### src/rtl/kdslp_pkg.sv
`timescale 1ns / 1ps
// ----------------------------------------------------------------------------
// kdslp_pkg: shared types and constants of the key debounce block
// Key count, field widths, register indexes, event codes and the
// configuration and result types used by the lanes, the merge stage
// and the top level.
// ----------------------------------------------------------------------------
package kdslp_pkg;

  // Number of debounced keys (one lane each).
  localparam int NUM_KEYS   = 4;
  // Width of the raw level field and number of event fields in a result.
  localparam int KEY_IN_W   = 4;
  localparam int OUT_FIELDS = 4;

  localparam int DTICK_W    = 4;
  localparam int LTICK_W    = 16;
  localparam int EV_W       = 2;

  localparam int CFG_IDX_W  = 8;
  localparam int CFG_DATA_W = 16;

  localparam logic [CFG_IDX_W-1:0] REG_DEBOUNCE_TICKS = CFG_IDX_W'(0);
  localparam logic [CFG_IDX_W-1:0] REG_LONG_TICKS     = CFG_IDX_W'(1);

  localparam logic [DTICK_W-1:0] DEBOUNCE_TICKS_RST = DTICK_W'(2);
  localparam logic [LTICK_W-1:0] LONG_TICKS_RST     = LTICK_W'(100);

  typedef enum logic [EV_W-1:0] {
    EV_NONE  = 2'd0,
    EV_SHORT = 2'd1,
    EV_LONG  = 2'd2
  } event_code_t;

  typedef struct packed {
    logic [DTICK_W-1:0] debounce_ticks;
    logic [LTICK_W-1:0] long_ticks;
  } cfg_t;

  typedef logic [OUT_FIELDS-1:0][EV_W-1:0] result_t;

endpackage

### src/rtl/kdslp_lane.sv
`timescale 1ns / 1ps
// ----------------------------------------------------------------------------
// kdslp_lane: debounce and press timing for one key
// Holds the accepted level, the debounce run counter and the hold counter
// of one key, and reports the event that the current tick causes.
// ----------------------------------------------------------------------------
module kdslp_lane
  import kdslp_pkg::*;
(
  input  logic        clk,
  input  logic        rst,
  input  logic        tick,
  input  logic        raw,
  input  cfg_t        cfg,
  output event_code_t ev
);

  logic               stable;
  logic               stable_next;
  logic [DTICK_W-1:0] dcount;
  logic [DTICK_W-1:0] dcount_next;
  logic [LTICK_W-1:0] hold;
  logic [LTICK_W-1:0] hold_next;

  logic               differ;
  logic [DTICK_W-1:0] dcount_inc;
  logic               take_level;
  logic               short_hit;
  logic [LTICK_W-1:0] hold_base;
  logic [LTICK_W-1:0] hold_inc;
  logic               counting;
  logic               long_hit;

  always_comb begin
    differ      = (raw != stable);
    dcount_inc  = dcount + DTICK_W'(1);
    take_level  = differ && (dcount_inc >= cfg.debounce_ticks);
    stable_next = take_level ? raw : stable;
    dcount_next = (differ && !take_level) ? dcount_inc : '0;

    // A release that ends a press shorter than the long threshold.
    short_hit = take_level && !raw && (hold != '0) && (hold < cfg.long_ticks);

    hold_base = take_level ? '0 : hold;
    hold_inc  = hold_base + LTICK_W'(1);
    counting  = stable_next && (hold_base < cfg.long_ticks);
    hold_next = counting ? hold_inc : hold_base;
    long_hit  = counting && (hold_inc == cfg.long_ticks);

    if (long_hit) begin
      ev = EV_LONG;
    end else if (short_hit) begin
      ev = EV_SHORT;
    end else begin
      ev = EV_NONE;
    end
  end

  always_ff @(posedge clk) begin
    if (rst) begin
      stable <= 1'b0;
      dcount <= '0;
      hold   <= '0;
    end else if (tick) begin
      stable <= stable_next;
      dcount <= dcount_next;
      hold   <= hold_next;
    end
  end

endmodule

### config.mk
export PLATFORM = sky130hd
export DESIGN_NAME = kdslp_lane
export DESIGN_NICKNAME = d
export VERILOG_FILES = /design/src/rtl/kdslp_pkg.sv /design/src/rtl/kdslp_lane.sv
export SDC_FILE = /design/constraint.sdc
export NUM_CORES = 1
export LEC_CHECK = 0
export BUFFER_PORTS_ARGS = -buffer_cell sky130_fd_sc_hd__buf_2
export CAP_MARGIN = 15
export CELL_PAD_IN_SITES_DETAIL_PLACEMENT = 1
export CELL_PAD_IN_SITES_GLOBAL_PLACEMENT = 2
export CORE_AREA = 5 5 92 103
export CTS_CLUSTER_DIAMETER = 50
export DETAILED_ROUTE_END_ITERATION = 7
export DIE_AREA = 0 0 97 108
export PLACE_DENSITY = 0.85
export SYNTH_ARGS = -nofsm -noshare
export SYNTH_HDL_FRONTEND = slang
export SYNTH_SLANG_ARGS = --single-unit
### constraint.sdc
create_clock -name clk -period 4.8 [get_ports clk]
set_input_delay 0.24 -clock clk [delete_from_list [all_inputs] [get_ports clk]]
set_output_delay 0.24 -clock clk [all_outputs]
set_load 0.02 [all_outputs]
## Word level (Yosys, flattened, before mapping)

Index checks and enable logic that the tools add are counted.
Widths: inputs -> output; s select.

| operators by class | value |
|---|---|
| add/sub/neg operators | 2 |
| magnitude comparators | 3 |
| eq/ne operators | 2 |
| mux-type cells | 6 |
| reduce and logical (&&, ||, !) cells | 10 |

Operator list:

| kind | count |
|---|---|
| $lt 16x16->1 | 2 |
| $mux 16 | 2 |
| $add 16x1->16 const B | 1 |
| $eq 16x16->1 | 1 |
| $reduce_bool 16->1 | 1 |
| $logic_and 1x1->1 | 7 |
| $add 4x1->4 const B | 1 |
| $ge 4x4->1 | 1 |
| $mux 4 | 1 |
| $logic_not 1->1 | 2 |
| $mux 1 | 2 |
| $mux 2 | 1 |
| $ne 1x1->1 | 1 |

| word-level totals | value |
|---|---|
| flip-flop bits (word level) | 21 |
| bits of input ports | 24 |
| output and inout port bits | 2 |
| logic and storage cells | 26 |

## Longest topological paths before layout

| logic depth | value |
|---|---|
| depth after elaboration | 8 |
| mapped depth | 19 |
| gate-level depth less buffers | 16 |

## Worst setup path after synthesis

OpenSTA, ideal clock, no wires.

| path | value |
|---|---|
| kind | reg-to-output |
| from | register dcount[0] |
| to | output port ev[1] |
| data arrival time | 4.215 ns |
| required time | 4.560 ns |
| slack | 0.345 ns |
| stages on the path, launching flop included | 20 |
| buffers on the path | 3 |
| cells stage by stage | dfxtp_1 -> ha_1 -> xor2_1 -> ha_1 -> or2_2 -> a21o_1 -> nand3_1 -> buf_2 -> clkbuf_1 -> nand2_1 -> inv_1 -> ha_1 -> nand3_1 -> or3_1 -> a32oi_1 -> xnor2_1 -> o2111ai_1 -> or4_1 -> nor4_1 -> buf_4 |

| between the ends | value |
|---|---|
| cells in the longest elaborated chain, start to end | 8 |
| elaborated cells on any way between the ends | 11 |
| classes of those cells | add/sub (2); order compare (2); eq/ne (1); mux (3); reduce/logical (3) |

Ends and longest elaborated chain:

| element | RTL line | RTL |
|---|---|---|
| from (decl) | kdslp_lane.sv:20 | `logic [DTICK_W-1:0] dcount;` |
| from (signal assigned) | kdslp_lane.sv:66 | `dcount <= dcount_next;` |
| $add 4x1->4 (*) | kdslp_lane.sv:36 | `dcount_inc = dcount + DTICK_W'(1);` |
| $ge 4x4->1 (*) | kdslp_lane.sv:37 | `take_level = differ && (dcount_inc >= cfg.debounce_ticks);` |
| $logic_and 1x1->1 (*) | kdslp_lane.sv:37 |  |
| $mux 16 | kdslp_lane.sv:44 | `hold_base = take_level ? '0 : hold;` |
| $add 16x1->16 or $lt 16x16->1 (tied branches) | kdslp_lane.sv:45, kdslp_lane.sv:46 |  |
| $eq 16x16->1 or $logic_and 1x1->1 (tied branches) | kdslp_lane.sv:48, kdslp_lane.sv:46 |  |
| $logic_and 1x1->1 (*) | kdslp_lane.sv:48 | `long_hit = counting && (hold_inc == cfg.long_ticks);` |
| via long_hit | kdslp_lane.sv:32 | `logic long_hit;` |
| $mux 2 (*) | kdslp_lane.sv:50 | `if (long_hit) begin` |
| to (decl) | kdslp_lane.sv:15 | `output event_code_t ev` |

The timed path passes the listed nets; every way through them passes the cells marked *.

## Worst setup path in the final report

| path | value |
|---|---|
| from | register dcount[0] |
| to | output port ev[1] |

| between the ends | value |
|---|---|
| cells in the longest elaborated chain, start to end | 8 |
| elaborated cells on any way between the ends | 11 |
| classes of those cells | add/sub (2); order compare (2); eq/ne (1); mux (3); reduce/logical (3) |

Ends and longest elaborated chain:

| element | RTL line |
|---|---|
| $add 4x1->4 (*) | kdslp_lane.sv:36 |
| $ge 4x4->1 (*) | kdslp_lane.sv:37 |
| $logic_and 1x1->1 (*) | kdslp_lane.sv:37 |
| $mux 16 | kdslp_lane.sv:44 |
| $add 16x1->16 or $lt 16x16->1 (tied branches) | kdslp_lane.sv:45, kdslp_lane.sv:46 |
| $eq 16x16->1 or $logic_and 1x1->1 (tied branches) | kdslp_lane.sv:48, kdslp_lane.sv:46 |
| $logic_and 1x1->1 (*) | kdslp_lane.sv:48 |
| $mux 2 (*) | kdslp_lane.sv:50 |

Every way passes the cells marked *; elsewhere a longest branch is shown, timed or not.

==> flow_summary.yaml <==
run_status:
  status: "finished, final reports clean"
logic_synthesis:
  synth_top_cell_by_area: "ha_1"
  synth_edf_count: 0
  synth_compound_area_share_pct: 24.04
  synth.distinct_cells: 56
  yosysWarnings: 0
  synth_top_family_by_area: "simple AND/OR/NAND/NOR gates"
  ys_async_sr_fraction_pct: 0
  synthMuxAreaShare_pct: 0.7940
  synth-simple-area-share_pct: 30.48
  syn_avg_cell_area_um2: 7.464
  syn_inst: 380
  synth-adder-area-share_pct: 15.44
  synth_fp_nets: 439
  synth_xor_xnor_area_share_pct: 7.102
  synth.top_cell.area_share_pct: 15.44
  yosys-top-cells-area: "ha_1, dfxtp_1, xnor2_1"
  synth.cell_area_um2: 2836
  synth_common_cells: "ha_1, nand2_1, nand3_1, inv_1"
  ys_ff_latch: 21
  post-synth-top-count-cell: "ha_1"
  synth-seq-area-share_pct: 14.82
  synth-main-ff-cell: "dfxtp_1"
sta:
  hold_viol: 0
  slew_viol_final: 0
  finalSetupViolations: 0
  max_slew_margin_pct: 34.03
  fmax_ghz: 0.2210
  finalCritPeriodShare_pct: 94.25
  rsz0062_at_grt: "no"
  period_needed_ns: 4.524
  worstMarginPinSlew_ns: 0.9742
  finClkSkew_ns: 0.003597
  whs_ns: 0.2986
  fin_tns_setup_ns: 0
die:
  core_area_um2: 8277
  num_rows: 35
  ios: 26
  die_x_um: 97
  die_h_um: 108
  initial_core_util_pct: 34.27
  dieArea_um2: 10480
global_route:
  grt_pass1_wl_mm: 17.14
  antenna_found_initial: 0
  grt_overflow_total: 0
  grt_max_degree: 24
  grt.total_usage_pct: 20.09
  grt_pass1_vias: 3213
cells_and_area:
  antennaDiodeCount: 0
  area_growth_pct: 11.29
  nFillCells: 1059
  nNetsFinal: 458
  drive_gt1_share_pct: 14.57
drt:
  dr.pass1.iters: 4
  routed.top_layer: "met4"
  vias: 3119
  wl_met1_mm: 4.546
  ant_nets: 0
  post_drt_wl_per_cell_um: 20.59
  routed-wl-met3_um: 467
  routed_wl_mm: 10.48
  drc: 0
  vias_per_cell: 6.128
  drtIter0Drc: 201
  dr_wl_met2_mm: 5.134
setup_path:
  slowest_delay_ns: 0.50
  rrSetupSlack_ns: 0.53
  end_kind: "output pin"
  reg2reg_from: "dcount[0]"
  reg2reg_to: "hold[13]"
  worst_ep_required_time_ns: 4.56
  cpMostUsedCell: "ha_1"
  worst_path_max_delay_cell: "or4_1"
  critPathLaunchType: "register"
  path_buf_inv: 2
  reg2reg_depth: 16
  path_cells: "ha_1, xor2_1, ha_1, or2_2, a21o_1, nand3_2, nand2_1, inv_1, ha_2, nand3_1, or3_1, a32oi_1, xnor2_1, o2111ai_1, or4_1, nor4_2, buf_2"
  critPathTopFamily: "simple AND/OR/NAND/NOR gates"
  critPathMaxFanout: 6
  crit_arrival_ns: 4.28
  crit_cells: 17
  path_class: "register to output pin"
clocking:
  htree_levels: 1
  cts_buffer_depth: 2
  cts_tree: "built"
  clk_pin_slew_ns: 0.09
  clockRootBuffer: "clkbuf_8"
  clock-sinks: 21
  clk_latency_ns: 0.28
  hold_buffers: 0
  cts_made_buffers: 3
power:
  vdd_drop_max_mv: 0.08802
  power_density_nw_per_um2: 138.5
  leakage_nw: 1.287
min_path:
  hold_depth: 3
  hold-path-endpoint: "stable"
  hp-class: "input pin to register"
  hold_start: "raw"
flow_run:
  maxCapViolations: 0
place:
  gp_congestion: 0.9005
  dp.final_hpwl_mm: 8.114
  io_buffers: 25
-- worst reg2reg max path, stage by stage, from the launching register on --
cell	delay, ns
dfxtp_2	0.35
ha_1	0.23
xor2_1	0.15
ha_1	0.27
or2_2	0.30
a21o_1	0.21
buf_4	0.17
a31oi_1	0.34
ha_1	0.32
a21o_1	0.18
a21o_1	0.17
a221oi_1	0.24
buf_4	0.17
buf_4	0.18
nand2_1	0.23
or4_1	0.52
a31oi_1	0.17
-- routing by layer --
layer	global-route usage (%)	up-vias
met5	0	-
met4	7.924	0
met3	2.194	24
met2	35.60	92
met1	24.97	1532
li1	-	1471
-- area by class of cell --
type	count	area, µm²	area share [%]
multi-input combinational	309	2222	70.39
inverter	24	90.09	2.854
clock buffer	3	41.29	1.308
timing repair buffer	40	237.7	7.531
clock inverter	1	5.005	0.1585
tap	111	138.9	4.400
sequential	21	421.7	13.36
-- placed cells by master (no fill, tap or decap), drive strengths merged, types with 5 or more instances in the layout --
cell    netlist  routed
a21oi        22      22
o21ai        15      15
or4           7       7
a31oi        10      10
a21o          6       6
o31ai         9       9
nand4        18      18
xor2          7       7
or3           5       5
xnor2        16      16
ha           35      35
nor4         10      10
nor3          9       9
nor2         15      15
buf          10      40
and2         12      12
dfxtp        21      21
nand2        28      28
inv          24      24
o211ai       12      12
nand3        26      26
-- flip-flops by register name, summed over array words and instances, names as in the netlist --
register	cells
hold	16
dcount	4
stable	1
-- per-stage QoR --
step,util [%],total power [mW],cell area [µm²],setup slack [ns],instances
finish,38.14,0.4373,3157,0.2759,509
global route,38.14,0.4580,3157,0.06555,509
CTS,37.69,0.4379,3119,0.1059,506
detailed placement,37.13,0.3045,3073,0.4199,502
global placement,37.13,0.3019,3073,0.5661,502
floorplan,-,0.2550,2836,0.3453,380
-- what timing repair did --
action                                  in CTS  in global routing
gates resized for setup                      0                  4
endpoints found under the setup margin       0                  1
buffers inserted                             0                  2
-- report_power, final --
part	switching [mW]	internal (mW)	leakage (nW)	total [mW]
clock network	0.0753	0.0583	0.0255	0.134
registers	0.00309	0.176	0.170	0.179
logic	0.0803	0.0444	1.09	0.125
-- cell families after synthesis --
kind of cell | Yosys count
xor+xnor | 23
compound gates | 96
mux | 2
buf+inv | 50
flops | 21
simple gates | 153
fa+ha+maj | 35
-- how the worst max path moves through the flow --
stage                         start     to  slack [ns]
after floorplan           dcount[0]  ev[1]        0.35
after global placement    dcount[0]  ev[1]        0.57
after detailed placement  dcount[0]  ev[1]        0.42
after CTS                 dcount[0]  ev[1]        0.11
after global routing      dcount[0]  ev[1]        0.07
final                     dcount[0]  ev[1]        0.28
Power figures use the tool's default switching activity.
